==> src/rtl/ppp_pkg.sv <==
`default_nettype none

package ppp_pkg;

    localparam int FRAC_BITS = 16;

    localparam int CFG_IDX_W = 4;
    localparam logic [CFG_IDX_W-1:0] REG_FOCAL_X  = 4'd0;
    localparam logic [CFG_IDX_W-1:0] REG_FOCAL_Y  = 4'd1;
    localparam logic [CFG_IDX_W-1:0] REG_CENTER_X = 4'd2;
    localparam logic [CFG_IDX_W-1:0] REG_CENTER_Y = 4'd3;

    localparam logic [31:0] FOCAL_X_RST  = 32'd34406400;
    localparam logic [31:0] FOCAL_Y_RST  = 32'd34406400;
    localparam logic [31:0] CENTER_X_RST = 32'd20971520;
    localparam logic [31:0] CENTER_Y_RST = 32'd15728640;

    // -1.0 pixel in fixed point
    localparam logic [31:0] SENTINEL = ~((32'd1 << FRAC_BITS) - 32'd1);

    // one quotient bit per divider stage; a quotient of 2^33 or more always saturates
    localparam int Q_BITS    = 33;
    localparam int DIV_STEPS = Q_BITS;

    localparam logic [33:0] Q_CLAMP = 34'h2_0000_0000;
    localparam logic signed [35:0] SUM_MAX = 36'sh0_7FFF_FFFF;
    localparam logic signed [35:0] SUM_MIN = -36'sh0_8000_0000;

    typedef struct packed {
        logic [31:0]       rem;
        logic [Q_BITS-1:0] dvd;
        logic [Q_BITS-1:0] quo;
        logic              ovf;
        logic              neg;
    } axis_t;

    typedef struct packed {
        logic        zero;
        logic [31:0] dm;
        axis_t       ax_u;
        axis_t       ax_v;
    } stage_t;

    typedef struct packed {
        logic [31:0] u;
        logic [31:0] v;
        logic        ok;
    } result_t;

endpackage

`default_nettype wire

==> src/rtl/ppp_back.sv <==
`default_nettype none

module ppp_back (
    input  wire logic             clk,
    input  wire logic             rst_n,
    input  wire logic             en,
    input  wire logic             vld_in,
    input  wire ppp_pkg::stage_t  d_in,
    input  wire logic [31:0]      center_x,
    input  wire logic [31:0]      center_y,
    output logic                  vld_out,
    output ppp_pkg::result_t      res
);

    typedef struct packed {
        logic [33:0] qu;
        logic [33:0] qv;
        logic        neg_u;
        logic        neg_v;
        logic        zero;
    } round_t;

    logic   r_vld_reg;
    round_t r_reg;
    round_t r_next;

    // round half away from zero on the magnitude, clamp where the sum saturates anyway
    function automatic logic [33:0] round_q(input ppp_pkg::axis_t a, input logic [31:0] dm);
        logic inc;
        inc = ({a.rem, 1'b0} >= {1'b0, dm});
        return a.ovf ? ppp_pkg::Q_CLAMP : ({1'b0, a.quo} + {33'd0, inc});
    endfunction

    function automatic logic [31:0] add_sat(input logic [33:0] q, input logic neg,
                                            input logic [31:0] c);
        logic signed [35:0] s;
        logic [31:0]        r;
        s = neg ? (signed'({4'd0, c}) - signed'({2'd0, q}))
                : (signed'({4'd0, c}) + signed'({2'd0, q}));
        if (s > ppp_pkg::SUM_MAX)
            r = 32'h7FFF_FFFF;
        else if (s < ppp_pkg::SUM_MIN)
            r = 32'h8000_0000;
        else
            r = s[31:0];
        return r;
    endfunction

    always_comb
    begin
        r_next.qu    = round_q(d_in.ax_u, d_in.dm);
        r_next.qv    = round_q(d_in.ax_v, d_in.dm);
        r_next.neg_u = d_in.ax_u.neg;
        r_next.neg_v = d_in.ax_v.neg;
        r_next.zero  = d_in.zero;
    end

    always_ff @(posedge clk or negedge rst_n)
    begin
        if (!rst_n)
        begin
            r_vld_reg <= 1'b0;
        end
        else if (en)
        begin
            r_vld_reg <= vld_in;
        end
    end

    always_ff @(posedge clk)
    begin
        if (en)
        begin
            r_reg <= r_next;
        end
    end

    // center add and saturation feed the output register directly
    always_comb
    begin
        if (r_reg.zero)
        begin
            res.u  = ppp_pkg::SENTINEL;
            res.v  = ppp_pkg::SENTINEL;
            res.ok = 1'b0;
        end
        else
        begin
            res.u  = add_sat(r_reg.qu, r_reg.neg_u, center_x);
            res.v  = add_sat(r_reg.qv, r_reg.neg_v, center_y);
            res.ok = 1'b1;
        end
    end

    assign vld_out = r_vld_reg;

endmodule

`default_nettype wire

==> config.mk <==
export PLATFORM = sky130hd
export DESIGN_NAME = ppp_back
export DESIGN_NICKNAME = d
export VERILOG_FILES = /design/src/rtl/ppp_pkg.sv /design/src/rtl/ppp_back.sv
export SDC_FILE = /design/constraint.sdc
export NUM_CORES = 1
export LEC_CHECK = 0
export ABC_CLOCK_PERIOD_IN_PS = 11400
export BUFFER_PORTS_ARGS = -buffer_cell sky130_fd_sc_hd__buf_2
export CORE_MARGIN = 2
export CORE_UTILIZATION = 45
export CTS_BUF_LIST = sky130_fd_sc_hd__clkbuf_16
export DETAILED_ROUTE_END_ITERATION = 6
export PLACE_DENSITY = 0.72
export SETUP_SLACK_MARGIN = 0.2
export SYNTH_ARGS = -nofsm -noshare
export SYNTH_HDL_FRONTEND = slang
export SYNTH_SLANG_ARGS = --single-unit
==> constraint.sdc <==
create_clock -name clk -period 11.4 [get_ports clk]
set_input_delay 2.28 -clock clk [delete_from_list [all_inputs] [get_ports clk]]
set_output_delay 2.28 -clock clk [all_outputs]
set_load 0.005 [all_outputs]
==> qor.yml <==
run_status:
  status: "finished, final reports clean"
clocking:
  cts_setup_buffers: 0
  cts_sinks: 72
  cts_made_buffers: 9
  cts_tree: "yes"
  cts_htree_levels: 3
  clock_path_buffers: 2
  clock_latency_ns: 0.36
  ctsHoldBuffers: 0
  cts_resized: 0
  cts-root-buf: "clkbuf_16"
  clk_pin_slew_ns: 0.05
synthesis:
  yosys_warnings: 0
  synth_fp_nets: 2278
  mappedNetlistArea_um2: 13300
  async_reset_ff_frac: 0.0139
  netlist-cell-type-count: 85
  yosysSeqAreaShare: 0.162
  synth_cells: 1779
  synth_area_per_cell_um2: 7.46
  synth-edff-count: 71
  synthFlopType: "edfxtp_1"
  synth_seq_cells: 72
timing:
  rsz0062_at_grt: "false"
  slew_headroom: 0.171
  setup_tns_ns: 0
  final.setup.worst_slack_ns: 1.98
  slew_viol_final: 0
  worst_hold_slack_ns: 0.515
  tightest_slew_ns: 1.21
  setup_violations: 0
  finClkSkew_ns: 0
  period_minus_slack_ns: 9.42
  hold_violations: 0
  fin_crit_sh: 0.826
  fmax_mhz: 106
final_layout:
  layout-drive-gt1-share: 0.172
  design_area_um2: 15300
  fillerInstances: 2858
  final_cells: 2402
  final_nets: 2511
  area_delta_synth_final_pct: 15.0
  postLayoutCoreUtil: 0.529
  largest_reg_flops: 71
route:
  wl_um: 45000
  via_per_inst: 5.98
  first_pass_iters: 5
  wl_per_cell_um: 18.7
  postRouteAntennaNets: 0
  dr.first_iter.drc_count: 1171
  drcViolationCount: 0
  vias: 14400
global_routing:
  grt_pass1_wl_um: 70400
  grt_max_degree: 73
  grt_pass1_vias: 13500
  grt_usage: 0.284
  antenna_found_initial: 2
  grt-ovfl-total: 0
pwr:
  peakVddDrop_mv: 0.0722
  leakagePower_nw: 6.93
  power_density_nw_per_um2: 95.4
  power_mw: 1.46
place:
  place_area_um2: 15000
  place_inst: 2385
  place_hpwl_um: 36900
  port_buffers: 300
  gp_congestion: 0.944
  dp_slack_ns: 2.31
floorplan:
  die_w_um: 176
  dieArea_um2: 30900
  start_util: 0.460
  die_y_um: 176
  rows: 62
  ios: 367
  core_area_um2: 28900
setup_path:
  max_stage_delay_ns: 0.98
  worst_setup_path_start_kind: "primary input"
  cp_max_fo: 15
  slowest_stage: "o21ai_1"
  cp.arrival_ns: 7.14
  r2r_slack_ns: 10.66
  end_kind: "primary output"
  critPathRequiredTime_ns: 9.12
  reg2regPathDepth: 1
  critPathLaunch: "center_y[14]"
  worstReg2RegStart: "vld_out"
  criticalPathCategory: "in -> out"
  path_cells: "buf_2 > ha_1 > clkinv_1 > a21oi_1 > o311ai_1 > a311oi_1 > o211ai_1 > a221oi_1 > o21ba_2 > o21ai_1 > o21ai_1 > o31ai_1 > buf_2"
  r2r_end: "vld_out"
hold_path:
  hold_path_class: "reg -> reg"
  hold_start: "vld_out"
  whs_path_depth: 1
  worstHoldEndpoint: "vld_out"
run:
  drv_cap: 0
cell usage after synthesis (5+ instances only):
library cell | count | area (um2)
ha_1 | 194 | 2430
a21oi_1 | 182 | 911
nor2_1 | 169 | 634
inv_1 | 163 | 612
o21ai_0 | 105 | 526
nand2_1 | 99 | 372
edfxtp_1 | 71 | 2130
clkbuf_1 | 68 | 255
xnor2_1 | 65 | 569
nand3_1 | 53 | 265
xor2_1 | 47 | 412
o31ai_1 | 42 | 315
nor2b_1 | 36 | 225
o21bai_1 | 35 | 263
a21o_1 | 34 | 255
nand4_1 | 33 | 206
o211ai_1 | 32 | 240
nor3_1 | 30 | 150
nand2b_1 | 23 | 144
and3_1 | 22 | 138
nor4_1 | 20 | 125
a31oi_1 | 18 | 113
or3_1 | 17 | 106
o21a_1 | 16 | 120
a211oi_1 | 15 | 113
o21ai_1 | 12 | 60.1
a311oi_1 | 9 | 78.8
o311ai_0 | 9 | 78.8
a221oi_1 | 8 | 70.1
and2_1 | 8 | 50.1
buf_2 | 8 | 40.0
mux2i_1 | 8 | 80.1
o31a_1 | 8 | 70.1
a211o_1 | 6 | 52.6
and4_1 | 6 | 52.6
buf_1 | 6 | 22.5
a2111oi_0 | 5 | 43.8
a21boi_0 | 5 | 37.5
o2111ai_1 | 5 | 43.8
o221ai_1 | 5 | 43.8
o41ai_1 | 5 | 43.8
or2_2 | 5 | 31.3
cells in the final DEF, fill, tap and decap left out, types with 12 or more instances in the layout:
cell	count
and3_1	22
o211ai_1	32
or3_1	17
buf_2	299
nand2b_1	23
inv_1	166
nor4_1	20
nor3_1	30
nand3_1	53
o21ai_0	105
a211oi_1	15
o21ai_1	12
a21oi_1	182
xnor2_1	65
nand4_1	33
a31oi_1	18
o21bai_1	35
nor2b_1	36
ha_1	194
nand2_1	99
o21a_1	16
o31ai_1	42
edfxtp_1	71
xor2_1	47
a21o_1	34
nor2_1	169
how the worst max path moves through the flow:
stage / endpoint / slack (ns) / cells after the start
6_report: res[13] / 1.98 / 13
5_1_grt: res[14] / 1.87 / 13
4_1_cts: res[13] / 2.22 / 13
3_5_place_dp: res[13] / 2.31 / 13
3_3_place_gp: res[13] / 2.25 / 13
2_1_floorplan: res[10] / 3.70 / 15
final cells by class:
class                      count  area (um2)  share of cell area
multi-input combinational   1457       10200               0.665
antenna                        1        2.50            0.000164
clock inverter                 7        80.1             0.00524
tap                          384         480              0.0315
inverter                     166         623              0.0408
timing repair buffer         306        1550               0.101
clock buffer                   9         225              0.0147
sequential                    72        2160               0.141
critical path: cells and delay by family:
kind                       cells  cell delay, ns
buffers and inverters          3            0.70
AOI/OAI and AO/OA              9            3.65
adders and majority gates      1            0.50
where the power goes:
part | internal (mW) | switching [mW]
registers | 0.316 | 0.0140
clock network | 0.188 | 0.121
logic | 0.319 | 0.499
routing by layer:
layer	GRT usage	routed length, um	up-vias
li1	-	-	6979
met1	0.366	19400	6730
met2	0.499	21800	586
met3	0.0348	2750	62
met4	0.0778	1090	2
met5	0	13	-
cell families after synthesis:
family / after synthesis / share of synthesized area
flops: 72 / 0.162
compound gates: 598 / 0.294
simple gates: 539 / 0.200
xor+xnor: 112 / 0.0739
fa+ha+maj: 198 / 0.189
buf+inv: 250 / 0.0726
mux: 10 / 0.00773
Power figures use the tool's default switching activity.
