<file path="src/rtl/ppp_pkg.sv">
`default_nettype none

package ppp_pkg;

    localparam int FRAC_BITS = 16;

    localparam int CFG_IDX_W = 4;
    localparam logic [CFG_IDX_W-1:0] REG_FOCAL_X  = 4'd0;
    localparam logic [CFG_IDX_W-1:0] REG_FOCAL_Y  = 4'd1;
    localparam logic [CFG_IDX_W-1:0] REG_CENTER_X = 4'd2;
    localparam logic [CFG_IDX_W-1:0] REG_CENTER_Y = 4'd3;

    localparam logic [31:0] FOCAL_X_RST  = 32'd34406400;
    localparam logic [31:0] FOCAL_Y_RST  = 32'd34406400;
    localparam logic [31:0] CENTER_X_RST = 32'd20971520;
    localparam logic [31:0] CENTER_Y_RST = 32'd15728640;

    // -1.0 pixel in fixed point
    localparam logic [31:0] SENTINEL = ~((32'd1 << FRAC_BITS) - 32'd1);

    // one quotient bit per divider stage; a quotient of 2^33 or more always saturates
    localparam int Q_BITS    = 33;
    localparam int DIV_STEPS = Q_BITS;

    localparam logic [33:0] Q_CLAMP = 34'h2_0000_0000;
    localparam logic signed [35:0] SUM_MAX = 36'sh0_7FFF_FFFF;
    localparam logic signed [35:0] SUM_MIN = -36'sh0_8000_0000;

    typedef struct packed {
        logic [31:0]       rem;
        logic [Q_BITS-1:0] dvd;
        logic [Q_BITS-1:0] quo;
        logic              ovf;
        logic              neg;
    } axis_t;

    typedef struct packed {
        logic        zero;
        logic [31:0] dm;
        axis_t       ax_u;
        axis_t       ax_v;
    } stage_t;

    typedef struct packed {
        logic [31:0] u;
        logic [31:0] v;
        logic        ok;
    } result_t;

endpackage

`default_nettype wire

</file>
<file path="src/rtl/ppp_div_step.sv">
`default_nettype none

module ppp_div_step (
    input  wire logic             clk,
    input  wire logic             rst_n,
    input  wire logic             en,
    input  wire logic             vld_in,
    input  wire ppp_pkg::stage_t  d_in,
    output logic                  vld_out,
    output ppp_pkg::stage_t       d_out
);

    logic            vld_reg;
    ppp_pkg::stage_t d_reg;
    ppp_pkg::stage_t d_next;

    // one restoring step: bring in the next dividend bit, subtract if it fits
    function automatic ppp_pkg::axis_t step(input ppp_pkg::axis_t a, input logic [31:0] dm);
        logic [32:0]    t;
        logic [32:0]    diff;
        logic           ge;
        ppp_pkg::axis_t r;
        t     = {a.rem, a.dvd[ppp_pkg::Q_BITS-1]};
        diff  = t - {1'b0, dm};
        ge    = (t >= {1'b0, dm});
        r     = a;
        r.rem = ge ? diff[31:0] : t[31:0];
        r.dvd = {a.dvd[ppp_pkg::Q_BITS-2:0], 1'b0};
        r.quo = {a.quo[ppp_pkg::Q_BITS-2:0], ge};
        return r;
    endfunction

    always_comb
    begin
        d_next      = d_in;
        d_next.ax_u = step(d_in.ax_u, d_in.dm);
        d_next.ax_v = step(d_in.ax_v, d_in.dm);
    end

    always_ff @(posedge clk or negedge rst_n)
    begin
        if (!rst_n)
        begin
            vld_reg <= 1'b0;
        end
        else if (en)
        begin
            vld_reg <= vld_in;
        end
    end

    always_ff @(posedge clk)
    begin
        if (en)
        begin
            d_reg <= d_next;
        end
    end

    assign vld_out = vld_reg;
    assign d_out   = d_reg;

endmodule

`default_nettype wire

</file>
<file path="config.mk">
export PLATFORM = sky130hd
export DESIGN_NAME = ppp_div_step
export DESIGN_NICKNAME = d
export VERILOG_FILES = /design/src/rtl/ppp_pkg.sv /design/src/rtl/ppp_div_step.sv
export SDC_FILE = /design/constraint.sdc
export NUM_CORES = 1
export LEC_CHECK = 0
export BUFFER_PORTS_ARGS = -buffer_cell sky130_fd_sc_hd__clkbuf_2
export CORE_MARGIN = 2
export CORE_UTILIZATION = 35
export CTS_CLUSTER_SIZE = 28
export DETAILED_ROUTE_END_ITERATION = 8
export GPL_ROUTABILITY_DRIVEN = 0
export GPL_TIMING_DRIVEN = 0
export SLEW_MARGIN = 0
export SYNTH_ARGS = -nofsm -noshare
export SYNTH_HDL_FRONTEND = slang
export SYNTH_SLANG_ARGS = --single-unit
</file>
<file path="constraint.sdc">
create_clock -name clk -period 1.76 [get_ports clk]
set_clock_uncertainty 0.05 [all_clocks]
set_input_delay 0.088 -clock clk [delete_from_list [all_inputs] [get_ports clk]]
set_output_delay 0.088 -clock clk [all_outputs]
set_load 0.01 [all_outputs]
</file>
==> results.md, run 1 <==
- Clock sink count: roughly 230
- 1st-pass router iterations: 5
- Critical Path Most Common Cell: a21o_1
- Setup CP Type: in2reg
- Vias post-DR: ~10,000
- Layout area overhead: 71.7%
- Critical path arrival: around 2700 ps
- Post-synthesis register bit count: ~230
- CTS tree: built
- Via-to-Cell Ratio: just under 5
- Max-slew violations: 0
- Final Cell Area: 19,100 um^2
- Delay-heaviest family, CP: compound AO/OA/AOI/OAI gates
- CP max-delay cell: mux2_4
- Min cycle time layout: approximately 2500 ps
- Max IR drop VDD: 0.695 mV
- Share of cells above drive strength 1: between 40% and 50%
- Initial core utilization: between 30% and 40%
- First-pass GRT wire length: around 60,000 um
- IO Count: approximately 470
- FF+latch area: between 6000 and 7000 um^2
- Filler instances: roughly 2,500
- Max Cap Viol: 0
- Commonest non-fill, non-tap cell in the layout: clkbuf_2
- Buffers plus inverters on the worst setup path: 5
- Status: complete, but fails checks
- Ys flop type: edfxtp_1
- Pwr per Cell Area: between 800 and 900 nW/um^2
- Worst setup slack for register-to-register paths: ~970 ps
- Crit path launch type: primary input
- Total track usage: about a quarter
- Sequential area share after synthesis: a little over three fifths
- WP data required: slightly below 2000 ps
- CP Capture Type: flop
- Worst Path Max Fanout: 5
- Vias in the first global route: roughly 10,000
- Grt ovf: 0
- Final hold violation count: 0
- Slew HR: roughly 56%
- Worst-Margin Slew: around 660 ps
- Post-synth EDFFs: about 230
- Setup ws final: -729 ps
- Pleak: roughly 8.3 nW
- Unrepaired setup endpoints after global routing: true
- # port buffers: roughly 470
- Cells after Synth: between 800 and 900
- Drt initial violations: between 600 and 700
- Nets@finish: around 1,900
- Total die area: approximately 33,000 um^2
- CP cell instances: clkbuf_16 -> inv_12 -> ha_4 -> a21o_1 -> a21o_1 -> a21o_1 -> a221oi_2 -> o21ai_1 -> a31oi_2 -> a21oi_4 -> a2111oi_4 -> buf_6 -> buf_12 -> buf_12 -> mux2_4
- Cell Area, Synth: 11,100 um^2
- Chip Height: between 150 and 200 um
- Commonest non-fill, non-tap cells in the layout: 453 x clkbuf_2, 233 x dlygate4sd3_1, 231 x edfxtp_1
- Share of the synthesized area in the top cell type: between 60% and 70%
- Area of the multi-input gates: 4880 um^2
- Failing checks: setup timing
- Unique cell type count in the Yosys netlist: 56
- Async S/R FF share, synth: less than 1%
- Top post-synthesis cells by area: edfxtp_1 62%, ha_1 7.2%, mux2_1 2.7%
- Wirelength per Cell: about 21 um
- Dpl cell area: approximately 14,000 um^2
- Avg Cell Area, Syn: between 10 and 15 um^2
- ANT nets after route: 0
- Later-pin clock latency in the skew report: around 530 ps
- Ys Warns: 0
- Final setup viols: 66
- Worst hold path class: in2reg
- CTS root buf: clkbuf_16
- Die span in x: roughly 180 um
- Largest net degree at the start of global routing: just over 100
- H-tree Lvls: 1
- WL final: ~43,000 um
- Max incr delay on CP: approximately 300 ps
- Core Area: 31,500 um^2
- Max Fclk: 402 MHz
- Number of remaining DRC errors: 0
- Final cycle utilization of the critical path: 141%
- Overall power: about 17 mW
- Setup_tns: -33,340 ps
- Rows: 65
- Number of CTS-inserted buffers: 26
- Cell taking the most area after synthesis: edfxtp_1
- Clock Pin Slew Worst Setup and Hold Paths: ~60 ps
- Worst-case clock buffer depth: 3
- Dpl hpwl: roughly 30,000 um
- Initial antenna violation count: 10
synthesized netlist by cell type (4+ instances only):
| cell | count |
|---|---|
| clkbuf_1 | 21 |
| inv_1 | 49 |
| nor2_1 | 30 |
| nand3_1 | 13 |
| mux2_1 | 27 |
| ha_1 | 64 |
| nor3_1 | 6 |
| and3_1 | 6 |
| o211ai_1 | 5 |
| o21bai_1 | 6 |
| a21oi_1 | 54 |
| o21ai_0 | 57 |
| xnor2_1 | 30 |
| o31a_1 | 4 |
| nand4_1 | 14 |
| mux2_2 | 6 |
| edfxtp_1 | 231 |
| nand2_1 | 64 |
| a21o_1 | 27 |
| a31oi_1 | 12 |
| xor2_1 | 29 |
| nand2b_1 | 9 |
| nor2b_1 | 13 |
| o21ai_1 | 4 |
| or3_1 | 5 |
cell families after synthesis:
family          synth area share [%]
xor+xnor                        4.64
other cells                   0.0336
fa+ha+maj                       7.54
mux                             3.51
compound gates                  11.5
buf+inv                         2.84
flops                           62.5
simple gates                    7.47
state kept, by name, summed over array words and instances (netlist names):
| signal | count |
|---|---|
| vld_out | 1 |
| d_out | 231 |
metrics by stage:
stage	cells	worst slack (ps)	utilization (%)	hold slack (ps)
after global routing	2043	-826	60.8	47.6
after detailed placement	1715	-1930	45.7	-184
final	2047	-729	60.8	50.0
after floorplan	845	-1040	-	-258
after global placement	1713	-3390	45.5	-180
after CTS	2015	-705	58.6	37.0
repair_timing:
item,in CTS,in global routing
setup buffers,27,27
hold buffers,233,0
cloned,2,6
resized for setup,125,112
hold endpoints to repair,231,0
endpoints found under the setup margin,66,66
pin swaps,34,28
tightest hold or removal path, stage by stage:
cell and delay (ps):
buf_6 90, ha_4 160, xor2_1 70, o21ai_1 110
routing by layer:
metal  GRT usage (%)  part of all wire [%]  vias up
li1                -                     -     4731
met1            28.9                    39     4823
met2            40.9                    49      434
met3            7.20                   8.2       84
met4            9.58                   3.9        8
met5               0                  0.13        -
cell type report:
class / instances / share of cell area, %
repair buffers: 762 / 28.8
plain buffers: 12 / 0.883
inverters: 49 / 1.33
well taps: 402 / 2.63
flip-flops and latches: 232 / 36.4
clock inverters: 14 / 0.719
clock buffers: 32 / 3.63
multi-input cells: 538 / 25.5
diodes: 6 / 0.0785
report_power, final:
group          switching (mW)  leakage (nW)  internal [mW]  total, mW
clock network            2.23         0.402           3.21       5.44
registers               0.172          2.27           6.78       6.96
logic                    2.34          5.60           2.33       4.66
total                    4.74          8.27           12.3       17.1
worst paths after layout:
check                      startpoint          to  depth (start not counted)
setup / recovery            d_in[218]   d_out[81]                         15
hold / removal              d_in[178]  d_out[179]                          4
setup reg to reg              vld_out     vld_out                          1
hold reg to reg               vld_out     vld_out                          1
max in group asynchronous       rst_n     vld_out                          3
min in group asynchronous       rst_n     vld_out                          3
Note: power is estimated with default switching activity, not from simulation.
==> inputs of run 2 (changes only) <==
--- a/config.mk
+++ b/config.mk
@@ -6,10 +6,11 @@
 export NUM_CORES = 1
 export LEC_CHECK = 0
 export BUFFER_PORTS_ARGS = -buffer_cell sky130_fd_sc_hd__clkbuf_2
-export CORE_MARGIN = 2
-export CORE_UTILIZATION = 35
+export CAP_MARGIN = 0
+export CORE_AREA = 2 2 181 183
 export CTS_CLUSTER_SIZE = 28
 export DETAILED_ROUTE_END_ITERATION = 8
+export DIE_AREA = 0 0 183 185
 export GPL_ROUTABILITY_DRIVEN = 0
 export GPL_TIMING_DRIVEN = 0
 export SLEW_MARGIN = 0
==> results.md, run 2 (synthesized netlist as in run 1, its figures left out) <==
- Status: complete, but fails checks (unchanged)
- Failing checks: setup timing (unchanged)
- Critical path arrival: 2790 ps (was 2710 ps)
- Setup WS pre-CTS: -1960 ps (was -1930 ps)
- CTS tree: built (unchanged)
- Final hold violation count: 0 (unchanged)
- Vias in the first global route: 9,993 (was 10,000)
- WL final: 42,600 um (was 43,100 um)
- Fin cells: 2,050 (was 2,047)
- Clock sink count: 232 (unchanged)
- Rows: 66 (was 65)
- Number of CTS-inserted buffers: 27 (was 26)
- Final Cell Area: 19,200 um^2 (was 19,100 um^2)
- Hold WS: 67.6 ps (was 50.0 ps)
- Fin util: 59.9% (was 60.8%)
- WP data required: 1980 ps (was 1990 ps)
- H-tree Lvls: 1 (unchanged)
- Later-pin clock latency in the skew report: 530 ps (about the same)
- Number of flip-flops under the largest register name: 231 (unchanged)
- Max incr delay on CP: 380 ps (was 300 ps)
- GR Util met3: 4.90% (was 7.20%)
- Delay-heaviest family, CP: compound AO/OA/AOI/OAI gates (unchanged)
- Clock Pin Slew Worst Setup and Hold Paths: 50 ps (was 60 ps)
- Crit path launch type: primary input (unchanged)
- 1st-pass router iterations: 5 (unchanged)
- Min cycle time layout: 2560 ps (was 2490 ps)
- Overall power: 17.1 mW (about the same)
- Initial core utilization: 34.8% (was 35.4%)
- Met2 Track Usage GR: 40.2% (was 40.9%)
- Pwr per Cell Area: 892 nW/um^2 (about the same)
- Commonest non-fill, non-tap cell in the layout: clkbuf_2 (unchanged)
- Drt initial violations: 629 (was 632)
- Worst-Margin Slew: 682 ps (was 658 ps)
- Met1 Usage GRT: 27.3% (was 28.9%)
- Pleak: 8.32 nW (was 8.27 nW)
- Wirelength per Cell: 20.8 um (was 21.1 um)
- IO Count: 471 (unchanged)
- Max Cap Viol: 0 (unchanged)
- Placed instance count: 1,721 (was 1,715)
- Total track usage: 22.7% (was 24.1%)
- Dpl cell area: 14,400 um^2 (about the same)
- Chip Height: 185 um (was 182 um)
- Max Fclk: 390 MHz (was 402 MHz)
- Nets@finish: 1,929 (was 1,924)
- Worst Path Max Fanout: 6 (was 5)
- CTS root buf: clkbuf_16 (unchanged)
- Dpl hpwl: 28,900 um (was 29,900 um)
- Final setup viols: 66 (unchanged)
- CP cell instances: clkbuf_16 -> inv_12 -> ha_4 -> a21o_1 -> a21o_1 -> a21o_1 -> a221oi_2 -> o21ai_2 -> a31oi_4 -> a21oi_4 -> a2111oi_4 -> buf_6 -> buf_12 -> mux2_4 (was clkbuf_16 -> inv_12 -> ha_4 -> a21o_1 -> a21o_1 -> a21o_1 -> a221oi_2 -> o21ai_1 -> a31oi_2 -> a21oi_4 -> a2111oi_4 -> buf_6 -> buf_12 -> buf_12 -> mux2_4)
- Via-to-Cell Ratio: 4.92 (about the same)
- CP max-delay cell: a2111oi_4 (was mux2_4)
- Setup_tns: -40,510 ps (was -33,340 ps)
- Total die area: 33,900 um^2 (was 33,300 um^2)
- Critical Path Most Common Cell: a21o_1 (unchanged)
- First-pass GRT wire length: 58,700 um (was 60,700 um)
- Grt ovf: 0 (unchanged)
- Setup ws final: -801 ps (was -729 ps)
- Share of cells above drive strength 1: 46.7% (was 45.6%)
- CP Capture Type: flop (unchanged)
- # port buffers: 466 (unchanged)
- Worst hold path class: in2reg (unchanged)
- Core Area: 32,000 um^2 (was 31,500 um^2)
- Vias post-DR: 10,100 (about the same)
- Layer with the highest usage: met2 (unchanged)
- Commonest non-fill, non-tap cells in the layout: 456 x clkbuf_2, 234 x dlygate4sd3_1, 231 x edfxtp_1 (was 453 x clkbuf_2, 233 x dlygate4sd3_1, 231 x edfxtp_1)
- Layout area overhead: 72.2% (was 71.7%)
- Worst-case clock buffer depth: 3 (unchanged)
- ANT nets after route: 0 (unchanged)
- Buffers plus inverters on the worst setup path: 4 (was 5)
- Final cycle utilization of the critical path: 146% (was 141%)
- Number of remaining DRC errors: 0 (unchanged)
- Setup CP Type: in2reg (unchanged)
- Max IR drop VDD: 0.599 mV (was 0.695 mV)
- Initial antenna violation count: 4 (was 10)
- Largest net degree at the start of global routing: 98 (was 101)
- Die span in x: 183 um (was 182 um)
- Unrepaired setup endpoints after global routing: true (unchanged)
- Max-slew violations: 0 (unchanged)
- Slew HR: 54.2% (was 55.8%)
-- run 2: path summary, 6_finish.rpt --
check / end / depth (start not counted) / slack [ps] / startpoint
worst max register to register: vld_out / 1 / 930 / vld_out
worst min-delay path: d_out[69] / 3 / 70 / d_in[201]
worst max-delay path: d_out[83] / 14 / -800 / d_in[218]
worst min register to register: vld_out / 1 / 510 / vld_out
min in group asynchronous: vld_out / 3 / 360 / rst_n
max in group asynchronous: vld_out / 3 / 1200 / rst_n
-- run 2: final cells by class --
| type | count | area (um^2) |
|---|---|---|
| clock buffer | 30 | 687 |
| multi-input combinational | 538 | 4950 |
| clock inverter | 12 | 151 |
| antenna | 3 | 7.51 |
| tap | 408 | 510 |
| fill | 2527 | 12800 |
| inverter | 49 | 241 |
| timing repair buffer | 765 | 5480 |
| buffer | 13 | 203 |
| sequential | 232 | 6960 |
-- run 2: power by group --
| part | internal [mW] | switching, mW |
|---|---|---|
| Sequential | 6.79 | 0.179 |
| Clock | 3.22 | 2.24 |
| Combinational | 2.35 | 2.35 |
-- run 2: routing by layer --
layer / wire [um] / vias up
met2: 21300 / 404
met3: 2640 / 81
met5: 23 / -
li1: - / 4742
met4: 1680 / 4
met1: 16900 / 4862
-- run 2: what timing repair did --
action	in CTS	in global routing
hold buffers	234	0
resized for setup	107	140
setup endpoints to repair	66	66
gates cloned	2	7
setup buffers	26	32
pin swaps	38	52
endpoints found under the hold margin	231	0
